File: config.mk
export PLATFORM = sky130hd
export DESIGN_NAME = terminal_line_editor
export DESIGN_NICKNAME = d
export VERILOG_FILES = /design/src/rtl/core/tle_pkg.sv /design/src/rtl/core/tle_sequencer.sv /design/src/rtl/core/tle_datapath.sv /design/src/rtl/core/terminal_line_editor.sv
export SDC_FILE = /design/constraint.sdc
export NUM_CORES = 1
export LEC_CHECK = 0
export ABC_CLOCK_PERIOD_IN_PS = 3050
export BUFFER_PORTS_ARGS = -buffer_cell sky130_fd_sc_hd__buf_4
export CORE_UTILIZATION = 45
export DETAILED_ROUTE_END_ITERATION = 8
export GPL_TIMING_DRIVEN = 0
export SLEW_MARGIN = 10
export SYNTH_ARGS = -nofsm -noshare
export SYNTH_HDL_FRONTEND = slang
export SYNTH_SLANG_ARGS = --single-unit
File: constraint.sdc
create_clock -name clock -period 3.05 [get_ports clock]
set_input_delay 0.1525 -clock clock [delete_from_list [all_inputs] [get_ports clock]]
set_output_delay 0.1525 -clock clock [all_outputs]
set_load 0.005 [all_outputs]
File: src/rtl/core/tle_pkg.sv
`default_nettype none

package tle_pkg;

   // Line capacity and derived widths.
   localparam int LINE_MAX = 32;
   localparam int LEN_W    = $clog2(LINE_MAX + 1);
   localparam int ADDR_W   = (LINE_MAX > 1) ? $clog2(LINE_MAX) : 1;
   localparam int PC_W     = 5;

   // Character codes.
   localparam logic [7:0] CH_BS  = 8'd8;
   localparam logic [7:0] CH_LF  = 8'd10;
   localparam logic [7:0] CH_CR  = 8'd13;
   localparam logic [7:0] CH_SP  = 8'd32;
   localparam logic [7:0] CH_GT  = 8'd62;
   localparam logic [7:0] CH_DEL = 8'd127;

   // Program addresses that are jump targets.
   localparam logic [PC_W-1:0] PC_IDLE  = 5'd0;
   localparam logic [PC_W-1:0] PC_EOL   = 5'd5;
   localparam logic [PC_W-1:0] PC_LOOP  = 5'd7;
   localparam logic [PC_W-1:0] PC_PRMT  = 5'd10;
   localparam logic [PC_W-1:0] PC_ERASE = 5'd14;

   typedef enum logic [1:0] {
      EMIT_NONE,
      EMIT_CONST,
      EMIT_RX,
      EMIT_STORE
   } emit_sel_type;

   typedef enum logic [1:0] {
      LEN_HOLD,
      LEN_APPEND,
      LEN_DEC,
      LEN_CLEAR
   } len_op_type;

   typedef enum logic [2:0] {
      COND_NONE,
      COND_ALWAYS,
      COND_CRLF,
      COND_ERASE,
      COND_FULL,
      COND_EMPTY,
      COND_IDX_END
   } cond_type;

   typedef struct packed {
      logic              fetch;
      emit_sel_type      emit;
      logic [7:0]        cbyte;
      logic              kind;
      logic              last;
      len_op_type        len_op;
      logic              idx_clr;
      logic              idx_inc;
      cond_type          cond;
      logic [PC_W-1:0]   target;
   } uword_type;

   // Sequencer to datapath: current control word and whether the step retires.
   typedef struct packed {
      uword_type word;
      logic      advance;
   } ctl_type;

   // Datapath to sequencer: branch conditions and output room.
   typedef struct packed {
      logic crlf;
      logic erase;
      logic full;
      logic empty;
      logic idx_end;
      logic out_free;
   } stat_type;

   // Microcode store.
   function automatic uword_type ucode(input logic [PC_W-1:0] pc);
      uword_type w;
      w = '0;
      case (pc)
         5'd0: begin
            w.fetch = 1'b1;
         end
         5'd1: begin
            w.cond   = COND_CRLF;
            w.target = PC_EOL;
         end
         5'd2: begin
            w.cond   = COND_ERASE;
            w.target = PC_ERASE;
         end
         5'd3: begin
            w.cond   = COND_FULL;
            w.target = PC_IDLE;
         end
         5'd4: begin
            w.emit   = EMIT_RX;
            w.last   = 1'b1;
            w.len_op = LEN_APPEND;
            w.cond   = COND_ALWAYS;
            w.target = PC_IDLE;
         end
         5'd5: begin
            w.emit  = EMIT_CONST;
            w.cbyte = CH_CR;
         end
         5'd6: begin
            w.emit    = EMIT_CONST;
            w.cbyte   = CH_LF;
            w.idx_clr = 1'b1;
         end
         5'd7: begin
            w.cond   = COND_IDX_END;
            w.target = PC_PRMT;
         end
         5'd8: begin
            // Read slot: store data for the current index settles here.
            w.cond = COND_NONE;
         end
         5'd9: begin
            w.emit    = EMIT_STORE;
            w.kind    = 1'b1;
            w.idx_inc = 1'b1;
            w.cond    = COND_ALWAYS;
            w.target  = PC_LOOP;
         end
         5'd10: begin
            w.emit   = EMIT_CONST;
            w.cbyte  = CH_GT;
            w.len_op = LEN_CLEAR;
         end
         5'd11: begin
            w.emit  = EMIT_CONST;
            w.cbyte = CH_GT;
         end
         5'd12: begin
            w.emit  = EMIT_CONST;
            w.cbyte = CH_GT;
         end
         5'd13: begin
            w.emit   = EMIT_CONST;
            w.cbyte  = CH_SP;
            w.last   = 1'b1;
            w.cond   = COND_ALWAYS;
            w.target = PC_IDLE;
         end
         5'd14: begin
            w.cond   = COND_EMPTY;
            w.target = PC_IDLE;
         end
         5'd15: begin
            w.emit  = EMIT_CONST;
            w.cbyte = CH_BS;
         end
         5'd16: begin
            w.emit  = EMIT_CONST;
            w.cbyte = CH_SP;
         end
         5'd17: begin
            w.emit   = EMIT_CONST;
            w.cbyte  = CH_BS;
            w.last   = 1'b1;
            w.len_op = LEN_DEC;
            w.cond   = COND_ALWAYS;
            w.target = PC_IDLE;
         end
         default: begin
            w.cond   = COND_ALWAYS;
            w.target = PC_IDLE;
         end
      endcase
      return w;
   endfunction

endpackage

`default_nettype wire

File: src/rtl/core/tle_sequencer.sv
`default_nettype none

module tle_sequencer (
   input  wire logic              clock,
   input  wire logic              reset,
   input  wire logic              req_valid,
   output logic                   req_stall,
   input  wire tle_pkg::stat_type stat,
   output tle_pkg::ctl_type       ctl
);

   logic [tle_pkg::PC_W-1:0] pc_ff;
   logic [tle_pkg::PC_W-1:0] pc_in;
   tle_pkg::uword_type       word;
   logic                     hold;
   logic                     taken;

   assign word = tle_pkg::ucode(pc_ff);

   // A step stalls while it waits for an input beat or for room at the output.
   always_comb begin
      hold = (word.fetch && !req_valid) ||
             ((word.emit != tle_pkg::EMIT_NONE) && !stat.out_free);
   end

   always_comb begin
      case (word.cond)
         tle_pkg::COND_NONE:    taken = 1'b0;
         tle_pkg::COND_ALWAYS:  taken = 1'b1;
         tle_pkg::COND_CRLF:    taken = stat.crlf;
         tle_pkg::COND_ERASE:   taken = stat.erase;
         tle_pkg::COND_FULL:    taken = stat.full;
         tle_pkg::COND_EMPTY:   taken = stat.empty;
         tle_pkg::COND_IDX_END: taken = stat.idx_end;
         default:               taken = 1'b0;
      endcase
   end

   always_comb begin
      if (hold) begin
         pc_in = pc_ff;
      end else if (taken) begin
         pc_in = word.target;
      end else begin
         pc_in = pc_ff + 1'b1;
      end
   end

   always_ff @(posedge clock) begin
      if (reset) begin
         pc_ff <= tle_pkg::PC_IDLE;
      end else begin
         pc_ff <= pc_in;
      end
   end

   assign req_stall   = !word.fetch;
   assign ctl.word    = word;
   assign ctl.advance = !hold;

endmodule

`default_nettype wire

File: src/rtl/core/tle_datapath.sv
`default_nettype none

module tle_datapath (
   input  wire logic             clock,
   input  wire logic             reset,
   input  wire logic [7:0]       req_rx_byte,
   input  wire tle_pkg::ctl_type ctl,
   output tle_pkg::stat_type     stat,
   input  wire logic             rsp_stall,
   output logic                  rsp_valid,
   output logic [7:0]            rsp_out_byte,
   output logic                  rsp_out_kind,
   output logic                  rsp_line_end,
   output logic                  rsp_run_last
);

   logic [7:0]                 line_mem [tle_pkg::LINE_MAX];
   logic [7:0]                 rd_data_ff;
   logic [7:0]                 rx_ff;
   logic [tle_pkg::LEN_W-1:0]  len_ff;
   logic [tle_pkg::LEN_W-1:0]  len_in;
   logic [tle_pkg::LEN_W-1:0]  idx_ff;
   logic [tle_pkg::LEN_W-1:0]  idx_in;
   logic [tle_pkg::LEN_W-1:0]  idx_next;
   logic                       valid_ff;
   logic                       valid_in;
   logic [7:0]                 obyte_ff;
   logic [7:0]                 obyte_in;
   logic                       okind_ff;
   logic                       oend_ff;
   logic                       oend_in;
   logic                       olast_ff;
   logic                       out_free;
   logic                       load;
   logic                       append;

   assign out_free = !valid_ff || !rsp_stall;
   assign load     = ctl.advance && (ctl.word.emit != tle_pkg::EMIT_NONE);
   assign append   = ctl.advance && (ctl.word.len_op == tle_pkg::LEN_APPEND);
   assign idx_next = idx_ff + 1'b1;

   // Line store: one write port for appends, one registered read at the index.
   always_ff @(posedge clock) begin
      if (append) begin
         line_mem[len_ff[tle_pkg::ADDR_W-1:0]] <= rx_ff;
      end
      rd_data_ff <= line_mem[idx_ff[tle_pkg::ADDR_W-1:0]];
   end

   always_ff @(posedge clock) begin
      if (ctl.word.fetch && ctl.advance) begin
         rx_ff <= req_rx_byte;
      end
   end

   always_comb begin
      len_in = len_ff;
      if (ctl.advance) begin
         case (ctl.word.len_op)
            tle_pkg::LEN_HOLD:   len_in = len_ff;
            tle_pkg::LEN_APPEND: len_in = len_ff + 1'b1;
            tle_pkg::LEN_DEC:    len_in = len_ff - 1'b1;
            tle_pkg::LEN_CLEAR:  len_in = '0;
            default:             len_in = len_ff;
         endcase
      end
   end

   always_comb begin
      idx_in = idx_ff;
      if (ctl.advance && ctl.word.idx_clr) begin
         idx_in = '0;
      end else if (ctl.advance && ctl.word.idx_inc) begin
         idx_in = idx_next;
      end
   end

   always_comb begin
      case (ctl.word.emit)
         tle_pkg::EMIT_CONST: obyte_in = ctl.word.cbyte;
         tle_pkg::EMIT_RX:    obyte_in = rx_ff;
         tle_pkg::EMIT_STORE: obyte_in = rd_data_ff;
         default:             obyte_in = ctl.word.cbyte;
      endcase
      oend_in = (ctl.word.emit == tle_pkg::EMIT_STORE) && (idx_next == len_ff);
   end

   always_comb begin
      if (load) begin
         valid_in = 1'b1;
      end else if (!rsp_stall) begin
         valid_in = 1'b0;
      end else begin
         valid_in = valid_ff;
      end
   end

   always_ff @(posedge clock) begin
      if (reset) begin
         len_ff   <= '0;
         idx_ff   <= '0;
         valid_ff <= 1'b0;
      end else begin
         len_ff   <= len_in;
         idx_ff   <= idx_in;
         valid_ff <= valid_in;
      end
   end

   always_ff @(posedge clock) begin
      if (load) begin
         obyte_ff <= obyte_in;
         okind_ff <= ctl.word.kind;
         oend_ff  <= oend_in;
         olast_ff <= ctl.word.last;
      end
   end

   assign stat.crlf     = (rx_ff == tle_pkg::CH_CR) || (rx_ff == tle_pkg::CH_LF);
   assign stat.erase    = (rx_ff == tle_pkg::CH_BS) || (rx_ff == tle_pkg::CH_DEL);
   assign stat.full     = (len_ff == tle_pkg::LEN_W'(tle_pkg::LINE_MAX));
   assign stat.empty    = (len_ff == '0);
   assign stat.idx_end  = (idx_ff == len_ff);
   assign stat.out_free = out_free;

   assign rsp_valid    = valid_ff;
   assign rsp_out_byte = obyte_ff;
   assign rsp_out_kind = okind_ff;
   assign rsp_line_end = oend_ff;
   assign rsp_run_last = olast_ff;

endmodule

`default_nettype wire

File: src/rtl/core/terminal_line_editor.sv
// Each input byte runs its own step program, and the next byte is taken only once that
// program is done; result-side stalls hold it up further. For each stored character a
// line end compares the read index, reads the store, then sends an output beat.
// Reset (synchronous, active high) clears the line length, the program counter and the
// output valid; the line store itself is not cleared and holds stale bytes until rewritten.
`default_nettype none

module terminal_line_editor (
   input  wire logic       clock,
   input  wire logic       reset,
   input  wire logic       req_valid,
   output logic            req_stall,
   input  wire logic [7:0] req_rx_byte,
   output logic            rsp_valid,
   input  wire logic       rsp_stall,
   output logic [7:0]      rsp_out_byte,
   output logic            rsp_out_kind,
   output logic            rsp_line_end,
   output logic            rsp_run_last
);

   // The sequencer steps through a fixed program held in the package. Each control word
   // says what byte to send, how the line length and the read index move, and where to
   // jump. A step that emits waits until the output register has room, and the fetch
   // step waits for an input beat, so either side can idle or stall at any time.
   tle_pkg::ctl_type  ctl;
   tle_pkg::stat_type stat;

   tle_sequencer u_seq (
      .clock     (clock),
      .reset     (reset),
      .req_valid (req_valid),
      .req_stall (req_stall),
      .stat      (stat),
      .ctl       (ctl)
   );

   // The datapath holds the received byte, the line store and its length, the read
   // index for replaying a finished line, and the output register. The output register
   // parts the two sides, so the next input beat is taken while the last result of the
   // previous one still waits to be collected.
   tle_datapath u_dp (
      .clock        (clock),
      .reset        (reset),
      .req_rx_byte  (req_rx_byte),
      .ctl          (ctl),
      .stat         (stat),
      .rsp_stall    (rsp_stall),
      .rsp_valid    (rsp_valid),
      .rsp_out_byte (rsp_out_byte),
      .rsp_out_kind (rsp_out_kind),
      .rsp_line_end (rsp_line_end),
      .rsp_run_last (rsp_run_last)
   );

endmodule

`default_nettype wire

# --- Word level (Yosys, flattened, before mapping) ---
# Memories as Yosys holds them, arrays and structs flattened. A register that Yosys moved wholly into a read port is not among the register bits.
# Index checks and enable logic that the tools add are counted.
word_totals:
  ff_bits: 37
  ramBits: 256
  in_bits: 12
  out_inout_bits: 13
  elab_cells: 99
  n_memories: 1
mem_list:
  columns: ["name", "depth", "width", "read_ports", "rd_clocked_by_memory_dff", "wr", "line_no", "text"]
  rows:
  - ["u_dp.line_mem", 32, 8, 1, 1, 1, "tle_datapath.sv:17", "logic [7:0] line_mem [tle_pkg::LINE_MAX];"]
op_classes:
  n_addsub: 4
  eq_ne: 36
  mux: 17
  n_bitwise: 2
  n_reduce_logical: 30
ops:
  columns: ["op", "count"]
  rows:
  - ["5-bit by 4-bit equality test with 1-bit output (second input constant)", 8]
  - ["6-bit case mux with 5 select lines", 1]
  - ["8-bit by 4-bit equality test with 1-bit output (second input constant)", 3]
  - ["5-bit by 3-bit equality test with 1-bit output (second input constant)", 4]
  - ["3-bit case mux with 6 select lines", 1]
  - ["6-bit case mux with 3 select lines", 1]
  - ["9-bit OR reduction", 2]
  - ["4-bit case mux with 4 select lines", 1]
  - ["8-bit case mux with 2 select lines", 1]
  - ["6-bit by 1-bit adder with 6-bit output (second input constant)", 2]
  - ["6-bit equality test", 2]
  - ["2-bit case mux with 3 select lines", 2]
  - ["5-bit by 2-bit equality test with 1-bit output (second input constant)", 2]
  - ["5-bit equality test (second input constant)", 2]
  - ["3-bit equality test (second input constant)", 3]
  - ["2-bit equality test (second input constant)", 4]
  - ["8-bit by 7-bit equality test with 1-bit output (second input constant)", 1]
  - ["1-bit logical AND", 8]
  - ["1-bit 2-to-1 mux", 8]
  - ["3-bit by 2-bit equality test with 1-bit output (second input constant)", 2]
  - ["6-bit equality test (second input constant)", 1]
  - ["1-bit logical NOT", 6]
  - ["6-bit logical NOT", 1]
  - ["1-bit case mux with 6 select lines", 1]
  - ["other kinds (15)", 22]

# --- Depth between registers and ports, before layout ---
logic_depth:
  word_depth: 10
  mapped_depth: 13
  ltp_nobuf: 11

# --- Cells and area by module ---
# A second synthesis with hierarchy kept.
unflattened:
  cells_unflattened: 765
  area_unflattened_um2: 12663.4
by_module_without_submodules:
  columns: ["module", "instances", "cells_per_inst", "area_per_inst_um2", "seq_area_each_um2"]
  rows:
  - ["tle_datapath", 1, 633, 11765.0, 8678.3]
  - ["tle_sequencer", 1, 132, 898.4, 100.1]

# --- Least setup slack after synthesis ---
# No wires, ideal clock.
synth_path:
  path_kind: "flip-flop to flip-flop"
  from: "reg u_seq.pc_ff[0] (netlist bit)"
  to: "reg u_dp.len_ff[5] (netlist bit)"
  setup_time_ps: 133
  arrival_time_ps: 2727
  required_ps: 2917
  path_slack_ps: 190
  path_stages_with_launch: 12
  n_path_buf: 1
  synth_period_minus_slack_ps: 2860
  cell_sequence: "dfxtp_1 > ha_1 > clkbuf_1 > nand2b_1 > nor2_1 > ha_1 > a21o_1 > a21oi_1 > o21ai_0 > mux2_2 > a21oi_1 > a311oi_1"
synth_via:
  elab_chain_len: 8
  word_cells_on_any_way: 28
  cone_classes: "eq/ne: 14; mux: 4; bitwise: 2; reduce/logical: 8"
synth_lines:
  columns: ["element", "line_no", "text"]
  rows:
  - ["start, declared", "tle_sequencer.sv:12", "logic [tle_pkg::PC_W-1:0] pc_ff;"]
  - ["start signal, assigned", "tle_sequencer.sv:51", "pc_ff <= tle_pkg::PC_IDLE;"]
  - ["start signal, assigned", "tle_sequencer.sv:53", "pc_ff <= pc_in;"]
  - ["5-bit by 4-bit equality test with 1-bit output (tied with other cells)", "tle_pkg.sv:83", "case (pc)"]
  - ["9-bit OR reduction (no line)", null, null]
  - ["2-bit case mux with 3 select lines", "tle_pkg.sv:83", null]
  - ["2-bit nonzero test", "tle_sequencer.sv:23", "((word.emit != tle_pkg::EMIT_NONE) && !stat.out_free);"]
  - ["1-bit logical AND", "tle_sequencer.sv:23", null]
  - ["1-bit logical OR", "tle_sequencer.sv:22", "hold = (word.fetch && !req_valid) ||"]
  - ["1-bit inverter (no line)", null, null]
  - ["2-bit AND reduction (no line)", null, null]
  - ["end signal, assigned", "tle_datapath.sv:104", "len_ff <= len_in;"]
  - ["end, declared", "tle_datapath.sv:20", "logic [tle_pkg::LEN_W-1:0] len_ff;"]
# Several ways; a longest one is shown, not always the timed one.
# A chain may end at the register's enable or synchronous reset.

# --- Worst setup path in the final report ---
layout_path:
  from: "reg u_seq.pc_ff[0] (netlist bit)"
  to: "reg u_dp.rx_ff[0], enable pin"
layout_via:
  elab_chain_len: 8
  word_cells_on_any_way: 21
  cone_classes: "eq/ne: 11; mux: 2; reduce/logical: 8"
layout_lines:
  columns: ["element", "line_no", "text"]
  rows:
  - ["5-bit by 4-bit equality test with 1-bit output (tied with other cells)", "tle_pkg.sv:83", null]
  - ["9-bit OR reduction (no line)", null, null]
  - ["2-bit case mux with 3 select lines", "tle_pkg.sv:83", null]
  - ["2-bit nonzero test", "tle_sequencer.sv:23", null]
  - ["1-bit logical AND", "tle_sequencer.sv:23", null]
  - ["1-bit logical OR", "tle_sequencer.sv:22", null]
  - ["1-bit logical NOT", "tle_sequencer.sv:59", "assign ctl.advance = !hold;"]
  - ["1-bit logical AND (*)", "tle_datapath.sv:51", "if (ctl.word.fetch && ctl.advance) begin"]
  - ["end signal, assigned", "tle_datapath.sv:52", "rx_ff <= req_rx_byte;"]
  - ["end, declared", "tle_datapath.sv:19", "logic [7:0] rx_ff;"]
# Mark *: on every way between the ends. The rest lies on a longest branch, timed or not.

==> results.md <==
- Sw frac: 0.276
- CTS Buffer Depth: 3
- Iter 0 DRT Violations: 753
- Max incr delay on CP: between 0.4 and 0.5 ns
- Total power: around 11 mW
- Layout Skew: 0.0104 ns
- Ant. Diodes: 0
- Main synth FF type: edfxtp_1
- Mean Syn Cell Area: 17.4 µm²
- Initial Util: 0.457
- Fill cells: 2263
- Antenna Nets Post-Route: 0
- Core ar.: 27800 µm²
- Gpl congestion: 0.867
- Die Y: 170 µm
- Post-synth EDFFs: 275
- #FFs+latches synth: 301
- Power per cell area: 749 nW/µm²
- Ys async rst share: 0
- P_leak: 4.65 nW
- Share of layout cells above drive strength 1: 0.282
- Logic pwr share: 0.189
- Clock-pin slew on the worst setup and hold paths: 0.06 ns
- Commonest non-fill, non-tap cell in the layout: edfxtp_1
- Worst slew pin tran: 0.883 ns
- Mapped cell area: 12700 µm²
- Max-cap violations: 0
- Gr usage total: 0.210
- Register Area: 8780 µm²
- Design area: around 15000 µm²
- Post-synthesis net count: 752
- Area occupied by multi-input gates: 3820 µm²
- Cell Area, Placed: 13400 µm²
- Final hold violations: 0
- Setup Crit Path Kind: register to register
- Top Metal Used: met4
- R2R setup slack: 0.17 ns
- H-Tree Level Count: 1
- Setup violators final: 0
- Pin count of the biggest net entering global routing: 38
- CTS tree: done
- Met2 Wirelength: 14.5 mm
- IO Port Bufs: 24
- Clk sink count: 301
- Reg2reg start: u_seq.pc_ff[0]
- Avg Vias per Cell: 5.78
- Post-synthesis cell count: roughly 730
- Rows: 61
- Wire per inst: 24.1 µm
- Power Internal: 8.03 mW
- Worst-case reg-to-reg path depth: 10
- Die width: 170 µm
- DR vias: about 7000
- Sequential fraction of the synthesis area: 0.691
- Worst vdd ir: 0.532 mV
- Hold Path Cell Cnt: 2
- CTS root buf: clkbuf_16
- Hold EP: u_dp.rx_ff[6]
- Fin nets: roughly 830
- Tcrit/Tclk final: 0.944
- Data arrival, critical path: 3.14 ns
- Dpl ws: -0.626 ns
- Most frequent cells in the layout: 275 x edfxtp_1, 80 x mux4_2, 39 x nor2_1
- Routed wl met3: 1.83 mm
- Psw: around 3.1 mW
- Crit path depth: 10
- Post-route DRC: 0
- Detail Placement HPWL: 19.0 mm
- Crit path launch type: register
- CP Capture Type: register
- # IOs: 25
- Max-slew violation count: 0
- Worst-Skew Late Latency: 0.55 ns
- Fmax: 347 MHz
- Final critical-path required period: slightly below 3 ns
- Warnings from Yosys: 0
- Setup TNS: 0 ns
- Crit-path max FO: 10
- Worst Path Buf+Inv: 4
- Initial antenna violation count: 0
- Worst min-delay path class: input port to register
- Netlist cell types: 66
- CP top delay family: simple AND/OR/NAND/NOR gates
- Worst path cell trace: inv_1 -> ha_1 -> or3_4 -> and3_4 -> or3_1 -> o22a_1 -> buf_6 -> clkbuf_2 -> nor2_4 -> buf_12
- Worst path slowest cell: dfxtp_1
- Relative slew slack: 0.411
- Clock share of power: 0.318
- Sequential share of power: 0.493
- Die area: between 20000 and 30000 µm²
- Crit Reg-Reg Endpoint: u_dp.rx_ff[0]
- Pre-Repair DR Iteration Count: 5
- Layout area overhead: 16.6%
- Metal-1 WL: 12.2 mm
- Number of global-route vias before repair: ~7100
- Global-route wire length before repair: 44.3 mm
- Final setup margin: approximately 0.17 ns
- Status: finished clean
- Inserted Clock Buffers: 30
- Total grt overflow: 0
- Hold Startpoint: req_rx_byte[6]
- Total wire length: 29.2 mm
- WP data required: ~3.3 ns
==> through the flow <==
stage	hold WS (ns)	utilization	cells
final	0.328	0.533	1211
after global routing	0.313	0.533	1211
after detailed placement	0.332	0.481	1131
after global placement	0.331	0.481	1131
after CTS	0.312	0.525	1202
after floorplan	0.251	-	729
==> flip-flops by register name, indices dropped and copies added, names as in the netlist <==
| name | cells |
|---|---|
| u_seq.pc_ff | 5 |
| u_dp.rsp_out_kind | 1 |
| u_dp.rsp_line_end | 1 |
| u_dp.rsp_valid | 1 |
| u_dp.rd_data_ff | 8 |
| u_dp.len_ff | 6 |
| u_dp.rx_ff | 8 |
| u_dp.rsp_out_byte | 8 |
| u_dp.line_mem | 256 |
| u_dp.rsp_run_last | 1 |
| u_dp.idx_ff | 6 |
==> kinds of logic after synthesis <==
family / Yosys count / share of synthesized area
flip-flops: 301 / 0.691
AND/OR/NAND/NOR: 170 / 0.0685
multiplexers: 104 / 0.162
AO/OA/AOI/OAI: 82 / 0.0435
buffers and inverters: 50 / 0.0161
XOR/XNOR: 11 / 0.00759
adder cells (fa/ha/maj): 11 / 0.0114
==> power groups by stage <==
stage	logic [mW]	registers, mW	clock network, mW
4_1_cts	1.51	5.82	3.57
3_5_place_dp	1.39	5.92	0
3_3_place_gp	1.37	5.85	0
6_report	2.10	5.47	3.53
2_1_floorplan	0.972	5.55	0
5_1_grt	2.27	5.50	3.74
==> what timing repair did <==
action	4_1_cts	5_1_grt
gates resized for setup	45	21
pin swaps	3	1
endpoints found under the hold margin	10	0
endpoints found under the setup margin	286	63
buffers inserted	5	3
hold buffers	11	0
==> worst max-delay path by stage <==
stage	startpoint	endpoint	slack, ns
floorplan	u_seq.pc_ff[0]	u_dp.len_ff[5]	0.19
global placement	u_seq.pc_ff[0]	u_dp.rx_ff[1]	-0.58
detailed placement	u_seq.pc_ff[0]	u_dp.rx_ff[1]	-0.63
CTS	u_dp.idx_ff[1]	u_dp.rd_data_ff[4]	0.004
global route	u_seq.pc_ff[0]	u_dp.len_ff[5]	-0.004
finish	u_seq.pc_ff[0]	u_dp.rx_ff[0]	0.17
==> cell usage after synthesis (3+ instances only) <==
cell type,instances,area share
buf_2,7,0.0028
nand2b_1,10,0.0049
o22ai_1,3,0.0015
o311a_1,3,0.0024
nor4_1,3,0.0015
xnor2_1,6,0.0041
nand3_1,10,0.0039
or2_2,4,0.0020
clkbuf_1,26,0.0077
o211ai_1,3,0.0018
a21o_1,5,0.0030
a211oi_1,4,0.0024
a21oi_1,24,0.0095
edfxtp_1,275,0.65
nand2_1,19,0.0056
nor3_1,9,0.0035
ha_1,10,0.0099
and3_1,3,0.0015
mux2i_1,14,0.011
o21ai_0,14,0.0055
buf_1,8,0.0024
and2_1,4,0.0020
mux4_2,80,0.14
or3_1,4,0.0020
xor2_1,5,0.0034
a31oi_1,3,0.0015
inv_1,8,0.0024
nor2b_1,9,0.0044
mux2_2,10,0.0089
nand3b_1,10,0.0059
nor2_1,68,0.020
a211o_1,3,0.0021
dfxtp_1,26,0.041
==> per-layer routing <==
metal  global-route usage  up-vias
li1                     -     3097
met2                0.353      257
met5                    0        -
met3               0.0300       40
met4               0.0513        0
met1                0.289     3608
==> area by class of cell <==
class	count	area share
flip-flops and latches	301	0.593
clock inverters	18	0.00938
multi-input cells	378	0.258
well taps	378	0.0320
clock buffers	37	0.0539
repair buffers	51	0.0375
plain buffers	40	0.0139
inverters	8	0.00203
Power figures use the tool's default switching activity.
